<file path="src/assert_macros.svh">
// Assertion macros shared by the formatter modules.
`ifndef ASSERT_MACROS_SVH
`define ASSERT_MACROS_SVH

// Check a property on every rising clock edge outside reset.
`define IFMT_ASSERT(lbl, clk, rst_n, prop, msg) \
    lbl: assert property (@(posedge clk) disable iff (!(rst_n)) (prop)) else $error(msg);

// Check that a condition never holds outside reset.
`define IFMT_NEVER(lbl, clk, rst_n, cond, msg) \
    `IFMT_ASSERT(lbl, clk, rst_n, !(cond), msg)

`endif

</file>
<file path="src/ifmt_pkg.sv">
// Shared types, constants and helpers of the integer field formatter.
package ifmt_pkg;

    localparam int MAX_FIELD_DEF   = 63;
    localparam int QUEUE_DEPTH_DEF = 2;
    localparam int DIGITS          = 10;
    localparam int LEN_W           = 4;

    typedef enum logic [1:0] {
        CMD_LIT  = 2'd0,
        CMD_DEC  = 2'd1,
        CMD_HEX  = 2'd2,
        CMD_NONE = 2'd3
    } t_cmd;

    localparam logic [7:0] CH_SPACE    = 8'h20;
    localparam logic [7:0] CH_MINUS    = 8'h2d;
    localparam logic [7:0] CH_ZERO     = 8'h30;
    localparam logic [7:0] CH_HEX_BASE = 8'h57;

    // One request as the back end emits it: spaces, sign, zeros, digits.
    typedef struct packed {
        logic [DIGITS-1:0][7:0] chars;
        logic [LEN_W-1:0]       len;
        logic                   neg;
        logic [5:0]             zeros;
        logic [5:0]             spaces;
    } t_job;

    function automatic logic [7:0] digit_char(input logic [3:0] d);
        logic [7:0] c;
        if (d < 4'd10) begin
            c = CH_ZERO + {4'd0, d};
        end else begin
            c = CH_HEX_BASE + {4'd0, d};
        end
        return c;
    endfunction

endpackage

</file>
<file path="src/integer_field_formatter.sv">
// Literal and hex go from S_IDLE straight to S_FIN; decimal passes through S_CONV first.
// Front end takes a new request only when idle (decimal: 4 bits a cycle in S_CONV).
// Back end loads each request, then emits a character per cycle while output is free or popped.
// Queue decouples them; sustained rate is the slower of conversion and back-end emission.
// Reset (synchronous, active low) empties queue and result register and zeroes the running count.
module integer_field_formatter #(
    parameter int MAX_FIELD   = ifmt_pkg::MAX_FIELD_DEF,
    parameter int QUEUE_DEPTH = ifmt_pkg::QUEUE_DEPTH_DEF
) (
    input  logic               i_clk,
    input  logic               i_rst_n,
    input  logic               push,
    output logic               full,
    input  logic [1:0]         i_command,
    input  logic [7:0]         i_literal_byte,
    input  logic signed [31:0] i_value,
    input  logic [5:0]         i_field_width,
    input  logic               i_has_precision,
    input  logic [5:0]         i_precision,
    output logic               empty,
    input  logic               pop,
    output logic [7:0]         o_out_char,
    output logic               o_last,
    output logic [31:0]        o_chars_emitted
);

    logic           f_push;
    logic           q_full;
    ifmt_pkg::t_job f_job;
    logic           q_empty;
    logic           b_pop;
    ifmt_pkg::t_job q_job;

    ifmt_front #(
        .MAX_FIELD(MAX_FIELD)
    ) u_front (
        .i_clk          (i_clk),
        .i_rst_n        (i_rst_n),
        .i_push         (push),
        .o_full         (full),
        .i_command      (i_command),
        .i_literal_byte (i_literal_byte),
        .i_value        (i_value),
        .i_field_width  (i_field_width),
        .i_has_precision(i_has_precision),
        .i_precision    (i_precision),
        .o_q_push       (f_push),
        .i_q_full       (q_full),
        .o_q_job        (f_job)
    );

    ifmt_queue #(
        .DEPTH(QUEUE_DEPTH)
    ) u_queue (
        .i_clk  (i_clk),
        .i_rst_n(i_rst_n),
        .i_push (f_push),
        .i_job  (f_job),
        .o_full (q_full),
        .i_pop  (b_pop),
        .o_job  (q_job),
        .o_empty(q_empty)
    );

    ifmt_back u_back (
        .i_clk          (i_clk),
        .i_rst_n        (i_rst_n),
        .i_q_empty      (q_empty),
        .i_q_job        (q_job),
        .o_q_pop        (b_pop),
        .i_pop          (pop),
        .o_empty        (empty),
        .o_out_char     (o_out_char),
        .o_last         (o_last),
        .o_chars_emitted(o_chars_emitted)
    );

endmodule

</file>
<file path="src/ifmt_front.sv">
// Front end: accepts requests, converts the value to digits, sizes the padding.
`include "assert_macros.svh"

module ifmt_front #(
    parameter int MAX_FIELD = ifmt_pkg::MAX_FIELD_DEF
) (
    input  logic              i_clk,
    input  logic              i_rst_n,
    input  logic              i_push,
    output logic              o_full,
    input  logic [1:0]        i_command,
    input  logic [7:0]        i_literal_byte,
    input  logic signed [31:0] i_value,
    input  logic [5:0]        i_field_width,
    input  logic              i_has_precision,
    input  logic [5:0]        i_precision,
    output logic              o_q_push,
    input  logic              i_q_full,
    output ifmt_pkg::t_job    o_q_job
);

    localparam int          BCD_W = 4 * ifmt_pkg::DIGITS;
    localparam logic [5:0]  W_MAX = 6'(MAX_FIELD);
    localparam logic [5:0]  P_MAX = 6'(MAX_FIELD - 1);

    typedef enum logic [1:0] {
        S_IDLE,
        S_CONV,
        S_FIN
    } t_state;

    t_state                       r_state;
    logic                         r_lit;
    logic [7:0]                   r_lit_byte;
    logic                         r_neg;
    logic [31:0]                  r_mag;
    logic [BCD_W-1:0]             r_bcd;
    logic [5:0]                   r_width;
    logic [5:0]                   r_prec;
    logic                         r_has_prec;
    logic [2:0]                   r_step;

    logic [BCD_W-1:0]             n_bcd;
    logic [ifmt_pkg::LEN_W-1:0]   len_raw;
    logic [ifmt_pkg::LEN_W-1:0]   len;
    logic [5:0]                   zeros;
    logic [6:0]                   used;
    logic [5:0]                   spaces;
    logic                         drop;
    logic                         accept;
    ifmt_pkg::t_cmd               cmd;

    assign cmd    = ifmt_pkg::t_cmd'(i_command);
    assign o_full = (r_state != S_IDLE);
    assign accept = i_push && !o_full;

    // Shift-and-add-3, four magnitude bits per cycle.
    always_comb begin
        n_bcd = r_bcd;
        for (int k = 0; k < 4; k++) begin
            for (int d = 0; d < ifmt_pkg::DIGITS; d++) begin
                if (n_bcd[4*d +: 4] >= 4'd5) begin
                    n_bcd[4*d +: 4] = n_bcd[4*d +: 4] + 4'd3;
                end
            end
            n_bcd = {n_bcd[BCD_W-2:0], r_mag[31-k]};
        end
    end

    // Size the fields from the finished digits.
    always_comb begin
        len_raw = ifmt_pkg::LEN_W'(1);
        for (int d = 0; d < ifmt_pkg::DIGITS; d++) begin
            if (r_bcd[4*d +: 4] != 4'd0) begin
                len_raw = ifmt_pkg::LEN_W'(d + 1);
            end
        end
        len = (r_has_prec && r_prec == 6'd0 && r_bcd == '0) ? '0 : len_raw;
        zeros = (r_has_prec && r_prec > 6'(len)) ? (r_prec - 6'(len)) : 6'd0;
        used = 7'(len) + 7'(r_neg) + 7'(zeros);
        spaces = ({1'b0, r_width} > used) ? 6'({1'b0, r_width} - used) : 6'd0;
        drop = !r_lit && (used == 7'd0) && (r_width == 6'd0);
    end

    always_comb begin
        o_q_job = '0;
        if (r_lit) begin
            o_q_job.chars[0] = r_lit_byte;
            o_q_job.len      = ifmt_pkg::LEN_W'(1);
        end else begin
            for (int d = 0; d < ifmt_pkg::DIGITS; d++) begin
                o_q_job.chars[d] = ifmt_pkg::digit_char(r_bcd[4*d +: 4]);
            end
            o_q_job.len    = len;
            o_q_job.neg    = r_neg;
            o_q_job.zeros  = zeros;
            o_q_job.spaces = spaces;
        end
    end

    assign o_q_push = (r_state == S_FIN) && !i_q_full && !drop;

    always_ff @(posedge i_clk) begin
        if (!i_rst_n) begin
            r_state <= S_IDLE;
            r_lit   <= 1'b0;
            r_step  <= 3'd0;
        end else begin
            unique case (r_state)
                S_IDLE: begin
                    if (accept) begin
                        r_lit      <= 1'b0;
                        r_lit_byte <= i_literal_byte;
                        r_neg      <= 1'b0;
                        r_step     <= 3'd0;
                        r_width    <= (i_field_width > W_MAX) ? W_MAX : i_field_width;
                        r_prec     <= (i_precision > P_MAX) ? P_MAX : i_precision;
                        r_has_prec <= i_has_precision;
                        unique case (cmd)
                            ifmt_pkg::CMD_LIT: begin
                                r_lit   <= 1'b1;
                                r_state <= S_FIN;
                            end
                            ifmt_pkg::CMD_DEC: begin
                                r_neg   <= i_value[31];
                                r_mag   <= i_value[31] ? (32'd0 - i_value) : i_value;
                                r_bcd   <= '0;
                                r_state <= S_CONV;
                            end
                            ifmt_pkg::CMD_HEX: begin
                                // hex nibbles are the value bits taken as unsigned
                                r_bcd   <= {{(BCD_W - 32){1'b0}}, i_value};
                                r_state <= S_FIN;
                            end
                            default: begin
                                r_state <= S_IDLE;
                            end
                        endcase
                    end
                end
                S_CONV: begin
                    r_bcd  <= n_bcd;
                    r_mag  <= {r_mag[27:0], 4'd0};
                    r_step <= r_step + 3'd1;
                    if (r_step == 3'd7) begin
                        r_state <= S_FIN;
                    end
                end
                S_FIN: begin
                    if (drop || !i_q_full) begin
                        r_state <= S_IDLE;
                    end
                end
                default: begin
                    r_state <= S_IDLE;
                end
            endcase
        end
    end

    `IFMT_ASSERT(a_len_range, i_clk, i_rst_n,
        o_q_push |-> (o_q_job.len <= ifmt_pkg::LEN_W'(ifmt_pkg::DIGITS)),
        "front: digit count out of range")
    `IFMT_ASSERT(a_total_cap, i_clk, i_rst_n,
        o_q_push |-> ((7'(o_q_job.spaces) + 7'(o_q_job.neg) + 7'(o_q_job.zeros)
            + 7'(o_q_job.len)) <= 7'd63),
        "front: request exceeds the character cap")

endmodule

</file>
<file path="src/ifmt_queue.sv">
// Short request queue between the front and back ends.
`include "assert_macros.svh"

module ifmt_queue #(
    parameter int DEPTH = ifmt_pkg::QUEUE_DEPTH_DEF
) (
    input  logic           i_clk,
    input  logic           i_rst_n,
    input  logic           i_push,
    input  ifmt_pkg::t_job i_job,
    output logic           o_full,
    input  logic           i_pop,
    output ifmt_pkg::t_job o_job,
    output logic           o_empty
);

    localparam int PTR_W = $clog2(DEPTH);
    localparam int CNT_W = $clog2(DEPTH + 1);

    ifmt_pkg::t_job   r_mem [DEPTH];
    logic [PTR_W-1:0] r_wr;
    logic [PTR_W-1:0] r_rd;
    logic [CNT_W-1:0] r_count;
    logic             do_push;
    logic             do_pop;

    assign o_full  = (r_count == CNT_W'(DEPTH));
    assign o_empty = (r_count == '0);
    assign do_push = i_push && !o_full;
    assign do_pop  = i_pop && !o_empty;
    assign o_job   = r_mem[r_rd];

    always_ff @(posedge i_clk) begin
        if (do_push) begin
            r_mem[r_wr] <= i_job;
        end
    end

    always_ff @(posedge i_clk) begin
        if (!i_rst_n) begin
            r_wr    <= '0;
            r_rd    <= '0;
            r_count <= '0;
        end else begin
            if (do_push) begin
                r_wr <= (r_wr == PTR_W'(DEPTH - 1)) ? '0 : r_wr + 1'b1;
            end
            if (do_pop) begin
                r_rd <= (r_rd == PTR_W'(DEPTH - 1)) ? '0 : r_rd + 1'b1;
            end
            if (do_push && !do_pop) begin
                r_count <= r_count + 1'b1;
            end else if (do_pop && !do_push) begin
                r_count <= r_count - 1'b1;
            end
        end
    end

    `IFMT_NEVER(a_count_bound, i_clk, i_rst_n, r_count > CNT_W'(DEPTH),
        "queue: occupancy above depth")

endmodule

</file>
<file path="src/ifmt_back.sv">
// Back end: emits one character per cycle into the result register while that register is empty or being popped.
`include "assert_macros.svh"

module ifmt_back (
    input  logic           i_clk,
    input  logic           i_rst_n,
    input  logic           i_q_empty,
    input  ifmt_pkg::t_job i_q_job,
    output logic           o_q_pop,
    input  logic           i_pop,
    output logic           o_empty,
    output logic [7:0]     o_out_char,
    output logic           o_last,
    output logic [31:0]    o_chars_emitted
);

    logic [ifmt_pkg::DIGITS-1:0][7:0] r_chars;
    logic [ifmt_pkg::LEN_W-1:0]       r_dg;
    logic                             r_neg;
    logic [5:0]                       r_zr;
    logic [5:0]                       r_sp;
    logic                             r_active;
    logic                             r_ovalid;
    logic [7:0]                       r_char;
    logic                             r_last;
    logic [31:0]                      r_cnt;

    logic [6:0]                       remaining;
    logic                             last;
    logic                             step;
    logic [7:0]                       ch;

    assign remaining = 7'(r_sp) + 7'(r_neg) + 7'(r_zr) + 7'(r_dg);
    assign last      = (remaining == 7'd1);
    assign step      = r_active && (!r_ovalid || i_pop);
    assign o_q_pop   = !r_active && !i_q_empty;

    always_comb begin
        priority if (r_sp != 6'd0) begin
            ch = ifmt_pkg::CH_SPACE;
        end else if (r_neg) begin
            ch = ifmt_pkg::CH_MINUS;
        end else if (r_zr != 6'd0) begin
            ch = ifmt_pkg::CH_ZERO;
        end else begin
            ch = r_chars[r_dg - 1'b1];
        end
    end

    always_ff @(posedge i_clk) begin
        if (!i_rst_n) begin
            r_active <= 1'b0;
            r_ovalid <= 1'b0;
            r_cnt    <= '0;
        end else begin
            if (o_q_pop) begin
                r_chars  <= i_q_job.chars;
                r_dg     <= i_q_job.len;
                r_neg    <= i_q_job.neg;
                r_zr     <= i_q_job.zeros;
                r_sp     <= i_q_job.spaces;
                r_active <= 1'b1;
            end else if (step) begin
                priority if (r_sp != 6'd0) begin
                    r_sp <= r_sp - 6'd1;
                end else if (r_neg) begin
                    r_neg <= 1'b0;
                end else if (r_zr != 6'd0) begin
                    r_zr <= r_zr - 6'd1;
                end else begin
                    r_dg <= r_dg - 1'b1;
                end
                if (last) begin
                    r_active <= 1'b0;
                end
            end
            if (step) begin
                r_ovalid <= 1'b1;
                r_char   <= ch;
                r_last   <= last;
                r_cnt    <= r_cnt + 32'd1;
            end else if (i_pop) begin
                r_ovalid <= 1'b0;
            end
        end
    end

    assign o_empty         = !r_ovalid;
    assign o_out_char      = r_char;
    assign o_last          = r_last;
    assign o_chars_emitted = r_cnt;

    `IFMT_NEVER(a_active_has_work, i_clk, i_rst_n, r_active && (remaining == 7'd0),
        "back: active request with nothing left to emit")
    `IFMT_ASSERT(a_count_step, i_clk, i_rst_n,
        step |=> (r_cnt == $past(r_cnt) + 32'd1),
        "back: running count did not advance by one")

endmodule
</file>
<file path="config.mk">
export PLATFORM = sky130hd
export DESIGN_NAME = integer_field_formatter
export DESIGN_NICKNAME = d
export VERILOG_FILES = /design/src/ifmt_pkg.sv /design/src/integer_field_formatter.sv /design/src/ifmt_front.sv /design/src/ifmt_queue.sv /design/src/ifmt_back.sv
export VERILOG_INCLUDE_DIRS = /design/src /design/src/src
export SDC_FILE = /design/constraint.sdc
export NUM_CORES = 1
export LEC_CHECK = 0
export BUFFER_PORTS_ARGS = -buffer_cell sky130_fd_sc_hd__buf_2
export CAP_MARGIN = 15
export CORE_MARGIN = 2
export CORE_UTILIZATION = 25
export CTS_BUF_LIST = sky130_fd_sc_hd__clkbuf_16
export DETAILED_ROUTE_END_ITERATION = 8
export PLACE_DENSITY = 0.45
export SLEW_MARGIN = 25
export SYNTH_ARGS = -nofsm -noshare
export SYNTH_HDL_FRONTEND = slang
export SYNTH_SLANG_ARGS = --single-unit
</file>
<file path="constraint.sdc">
create_clock -name i_clk -period 27.8 [get_ports i_clk]
set_input_delay 0 -clock i_clk [delete_from_list [all_inputs] [get_ports i_clk]]
set_output_delay 0 -clock i_clk [all_outputs]
set_load 0.05 [all_outputs]
</file>
### Word-level counts from Yosys, hierarchy flattened

Memories as Yosys holds them, arrays and structs flattened. A register that Yosys moved wholly into a read port is not among the register bits.
Cells that the tools add are included.

* word-level logic and storage cells: 362
* output and inout port bits: 43
* input bits: 59
* memories kept: 1
* bits in writable memories: 194
* register bits after elaboration: 244

Memory list
* u_queue.r_mem: words 2, bits a word 97, read ports 1, clocked after Yosys merged registers in 1, write ports 1, line ifmt_queue.sv:20 `ifmt_pkg::t_job r_mem [DEPTH];`

* muxes and demuxes: 113
* equal/unequal tests: 15
* $lt $le $gt $ge: 55
* add/subtract/negate cells: 77
* reduce and logical (&&, ||, !) cells: 67

Operators by type and width (count)
* $mux W4: 46
* $ge A4 B3 Y1 const B: 40
* $pmux W40 S2: 2
* $add A4 B2 Y4 const B: 36
* $mux W32: 3
* $mux W8: 11
* $add A7 B4 Y8 const A: 10
* $mux W72: 1
* $add A6 B4 Y7 const A: 10
* $pmux W32 S2: 1
* $mux W6: 10
* $logic_not A40 Y1: 1
* $lt A4 B4 Y1 const B: 10
* $mux W40: 1
* $reduce_bool A4 Y1: 9
* $add A32 B1 Y32 const B: 1
* $bmux W8 S4: 1
* $sub A1 B32 Y32 const A: 1
* $mux W3: 9
* $reduce_bool A2 Y1: 8
* $mux W1: 15
* $logic_and A1 B1 Y1: 14
* $mux W2: 7
* $mux W13: 1
* other kinds (42): 79

### Longest topological paths before layout

* word-level depth: 25
* depth in mapped cells: 29

### By module

A second synthesis with hierarchy kept.

* cells, all modules: 2150
* area, all modules: 24479.7 µm²

By module, submodules not included
* ifmt_front: instances 1, area each 10974.3 µm², cells an instance 1366, sequential area each 2942.8 µm²
* ifmt_queue: instances 1, area each 7350.8 µm², cells an instance 327, sequential area each 5925.7 µm²
* ifmt_back: instances 1, area each 6154.7 µm², cells an instance 457, sequential area each 3863.7 µm²

### Worst setup path after synthesis

No wires, ideal clock.

* path type: register -> register
* start point: reg u_front.r_bcd[29]
* end point: mem u_queue.r_mem[0][0] in the netlist's numbering (enable)
* setup slack: 18.652 ns
* stages on the path, launching flop included: 25
* arrival time: 8.602 ns
* setup time: 0.546 ns
* data required time: 27.254 ns
* path buffers: 1
* cell sequence: edfxtp_1 -> inv_1 -> ha_1 -> or3b_2 -> a21oi_1 -> o21ai_2 -> or2_1 -> buf_6 -> fa_1 -> a21o_1 -> a21oi_1 -> a21bo_2 -> a41o_1 -> inv_1 -> nand2_1 -> inv_1 -> ha_1 -> a21o_1 -> a21oi_1 -> nor2b_1 -> or2_2 -> a211oi_1 -> or3_1 -> and3_4 -> nor2b_1

* word-level cells in the longest chain between the ends: 17

Ends and longest elaborated chain
* start: declaration: line ifmt_front.sv:37 `logic [BCD_W-1:0] r_bcd;`
* start signal: assignment: line ifmt_front.sv:132 `r_bcd <= {{(BCD_W - 32){1'b0}}, i_value};`
* start signal: assignment: line ifmt_front.sv:142 `r_bcd <= n_bcd;`
* $reduce_bool A4 Y1: line ifmt_front.sv:74 `if (r_bcd[4*d +: 4] != 4'd0) begin`
* $mux W4 (3 in series): line ifmt_front.sv:74
* $mux W4 (*): line ifmt_front.sv:78 `len = (r_has_prec && r_prec == 6'd0 && r_bcd == '0) ? '0 : len_raw;`
* $gt A6 B4 Y1: line ifmt_front.sv:79 `zeros = (r_has_prec && r_prec > 6'(len)) ? (r_prec - 6'(len)) : 6'd0;`
* $logic_and A1 B1 Y1: line ifmt_front.sv:79
* $mux W6: line ifmt_front.sv:79
* $add A5 B6 Y7 (*): line ifmt_front.sv:80 `used = 7'(len) + 7'(r_neg) + 7'(zeros);`
* $logic_not A7 Y1 (*): line ifmt_front.sv:82 `drop = !r_lit && (used == 7'd0) && (r_width == 6'd0);`
* $logic_and A1 B1 Y1 (*) (2 in series): line ifmt_front.sv:82
* $logic_not A1 Y1 (*): line ifmt_front.sv:101 `assign o_q_push = (r_state == S_FIN) && !i_q_full && !drop;`
* $logic_and A1 B1 Y1 (*): line ifmt_front.sv:101
* $logic_and A1 B1 Y1 (*): line ifmt_queue.sv:29 `assign do_push = i_push && !o_full;`
* net u_queue.do_push: line ifmt_queue.sv:24 `logic do_push;`
* $mux W1 (*): line ifmt_queue.sv:34 `if (do_push) begin`
* $mux W1 (not written as such) (*): line ifmt_queue.sv:35 `r_mem[r_wr] <= i_job;`
* end: declaration: line ifmt_queue.sv:20

The timed path passes the listed nets; every way through them passes the cells marked *.

### Worst setup path in the final report

* start point: reg u_front.r_bcd[33]
* end point: mem u_queue.r_mem[0][84] in the netlist's numbering (enable)

* word-level cells in the longest chain between the ends: 16

Ends and longest elaborated chain (line)
* $reduce_bool A4 Y1: ifmt_front.sv:74
* $mux W4 (2 in series): ifmt_front.sv:74
* $mux W4 (*): ifmt_front.sv:78
* $gt A6 B4 Y1: ifmt_front.sv:79
* $logic_and A1 B1 Y1: ifmt_front.sv:79
* $mux W6: ifmt_front.sv:79
* $add A5 B6 Y7 (*): ifmt_front.sv:80
* $logic_not A7 Y1 (*): ifmt_front.sv:82
* $logic_and A1 B1 Y1 (*) (2 in series): ifmt_front.sv:82
* $logic_not A1 Y1 (*): ifmt_front.sv:101
* $logic_and A1 B1 Y1 (*): ifmt_front.sv:101
* $logic_and A1 B1 Y1 (*): ifmt_queue.sv:29
* net u_queue.do_push: ifmt_queue.sv:24
* $mux W1 (*): ifmt_queue.sv:34
* $mux W1 (not written as such) (*): ifmt_queue.sv:35

Marks and branches as above.

==> qor.txt <==
status: finished clean
commonest non-fill, non-tap cell in the layout: edfxtp_1
GR Overflow Total: 0
CORE AREA: 0.0929 mm2
Bufs on Longest Clock Path: 3
Port Buffers: 101
Layout Nets: 2441
post-synthesis cell area: 0.0234 mm2
Max Freq: 135 MHz
die footprint: 0.0959 mm2
clock latency on the worst-skew pair: 0.61 ns
Arrival @ worst endpoint: 7.63 ns
TritonCTS clock tree: built
Placed Cells: 3394
Top Ports: 102
Hold Vio Cnt, Final: 0
Clock Pin Slew Worst Setup and Hold Paths: 0.06 ns
CP startpoint kind: register
Post-Syn Nets: 2300
total power draw: 1980 uW
setup TNS: 0 ns
adder-cell area share of the yosys netlist: 7.00%
via count: 15900
DR vias/cell: 4.49
DRC violations left: 0
Buf+Inv Stages, Crit Path: 4
antenna cells: 0
worst path cell trace: inv_1 -> ha_1 -> nor3b_1 -> nand3_1 -> o41ai_2 -> or2_1 -> fa_1 -> a21o_1 -> a21oi_1 -> a21bo_2 -> a41o_1 -> inv_1 -> nand2_1 -> inv_1 -> ha_1 -> a21o_1 -> a21oi_1 -> nor2b_1 -> or2_2 -> a211oi_1 -> or3_1 -> and3_4 -> nor2b_4 -> buf_4
DP Wirelength: 41.1 mm
r2r startpoint: u_front.r_bcd[33]
Area Growth Syn to Fin: 17.9%
pwr dens: 71.9 mW/mm2
post-route ant nets: 0
DRT iter0 DRCs: 857
fin cells: 3548
Crit Path Max Fanout: 56
slew at the pin closest to its max-slew limit: 1.02 ns
hold crit path type: input port to register
synthesized-area fraction occupied by xor and xnor cells: 4.95%
Final Critical Period: 7.40 ns
initial antenna violation count: 0
Max Slew Vio Count: 0
CTS Root Buffer Type: clkbuf_16
VDD IR max: 0.0000415 V
Post-synth EDFFs: 367
Pleak: 0.0102 uW
post-synthesis sequential area ratio: 51.0%
final setup vio count: 0
Post-CTS Hold Fix Bufs: 65
GPL Wtd Cong: 0.822
Slew headroom: 32.1%
crit-path most repeated cell: inv_1
# Post-CTS Setup Buffers: 0
drt pass-1 iters: 5
largest net degree at the start of global routing: 79
flops & latches, synth: 412
number of distinct library cells after synthesis: 82
crit end category: register
Die Ht: 310 um
Critical Path Max Stage Delay: 0.71 ns
TritonCTS buffer count: 48
commonest cells after routing, fill and taps aside: edfxtp_1 (367), nor2_1 (170), nand2_1 (159)
Sinks on Clock Net: 412
post-synthesis mux area share: 8.72%
dpl cell area: 0.0253 mm2
die width: 310 um
WS Path Type: register to register
Compound-Gate Fraction of Synth Area: 11.4%
# resized after CTS: 0
Synth Area in Simple Gates: 13.3%
Routed wire per std cell: 16.2 um
clock skew: 0.0284 ns
first-pass GRT wire length: 89.4 mm
final hold slack: 0.130 ns
layout cell share with drive strength beyond 1: 15.0%
initial core utilization: 25.1%
Critical Path RT: 28.03 ns
Synth Instances: 2115
Global Route Usage Sum: 11.8%
post-route clock period utilization: 26.6%
Main synth FF type: edfxtp_1
num rows: 112
DRT Wirelength: 57.6 mm
design area: 0.0276 mm2
Max-cap violations: 0
ys async rst share: 0%
critical hold path startpoint: i_literal_byte[1]
CP startpoint: u_front.r_bcd[33]
Crit path max-delay family: simple AND/OR/NAND/NOR gates
vias in the first global route: 15900
largest family of logic cells by synthesized area: simple AND/OR/NAND/NOR gates
Syn. warnings: 0
Crit-path slowest cell: buf_4
CTS H-tree depth: 2
RSZ-0062 raised after global routing: false
synthesized area per cell: 11.0 um2
==> final timing paths <==
path,endpoint,slack (ns),cells after the start
max reg2reg,u_queue.r_mem[0][84],20.40,24
min,u_front.r_lit_byte[1],0.13,2
max,u_queue.r_mem[0][84],20.40,24
min reg2reg,u_queue.r_rd,0.51,2
==> Yosys cell counts, types with 58 or more instances <==
cell      instances  share of area (%)
edfxtp_1        367                 47
nor2_1          173                2.8
nand2_1         159                2.6
inv_1           125                2.0
ha_1            118                6.3
o21ai_0         117                2.5
a21oi_1         109                2.3
mux2_2           96                4.6
clkbuf_1         74                1.2
xnor2_1          66                2.5
xor2_1           66                2.5
mux2i_1          64                2.7
nand3_1          58                1.2
==> through the flow <==
step | util, % | worst slack (ns)
3_5_place_dp | 27.2 | 19.99
6_report | 29.7 | 20.40
4_1_cts | 29.6 | 19.93
2_1_floorplan | - | 18.65
3_3_place_gp | 27.2 | 20.13
5_1_grt | 29.7 | 19.93
==> registers in the layout, summed over array words and instances, names as in the netlist, 2 cells and up, named ones only <==
| signal | count |
|---|---|
| u_queue.r_mem | 176 |
| u_front.r_step | 3 |
| u_back.r_zr | 6 |
| u_back.o_out_char | 8 |
| u_front.r_bcd | 40 |
| u_front.r_width | 6 |
| u_back.o_chars_emitted | 32 |
| u_back.r_dg | 4 |
| u_back.r_chars | 71 |
| u_queue.r_count | 2 |
| u_back.r_sp | 6 |
| u_front.r_mag | 32 |
| u_front.r_prec | 6 |
| u_front.r_lit_byte | 8 |
| u_front.r_state | 2 |
==> metal layers <==
layer / vias up / GRT usage [%] / wire length, um
met2: 214 / 19.6 / 27200
met5: - / 0 / 0
met1: 7681 / 16.2 / 27700
li1: 7964 / - / -
met4: 0 / 2.91 / 994
met3: 69 / 1.68 / 1740
==> report_power, final <==
| group | switching (uW) | internal, uW | leakage, uW |
|---|---|---|---|
| combinational | 318 | 230 | 0.00570 |
| clock | 263 | 373 | 0.000796 |
| sequential | 38.0 | 758 | 0.00371 |
| total | 619 | 1360 | 0.0102 |
==> final cells by class <==
| type | count | area (um2) |
|---|---|---|
| Fill cell | 9531 | 65400 |
| Tap cell | 1254 | 1570 |
| Clock inverter | 40 | 408 |
| Sequential cell | 412 | 11900 |
| Timing Repair Buffer | 186 | 1350 |
| Multi-Input combinational cell | 1483 | 10600 |
| Clock buffer | 48 | 1200 |
| Inverter | 125 | 469 |
==> kinds of logic after synthesis <==
logic type               count (synthesis)
adder cells (fa/ha/maj)                126
AND/OR/NAND/NOR                        635
multiplexers                           174
XOR/XNOR                               132
AO/OA/AOI/OAI                          416
flip-flops                             412
buffers and inverters                  220
(Power assumes the default switching activity.)
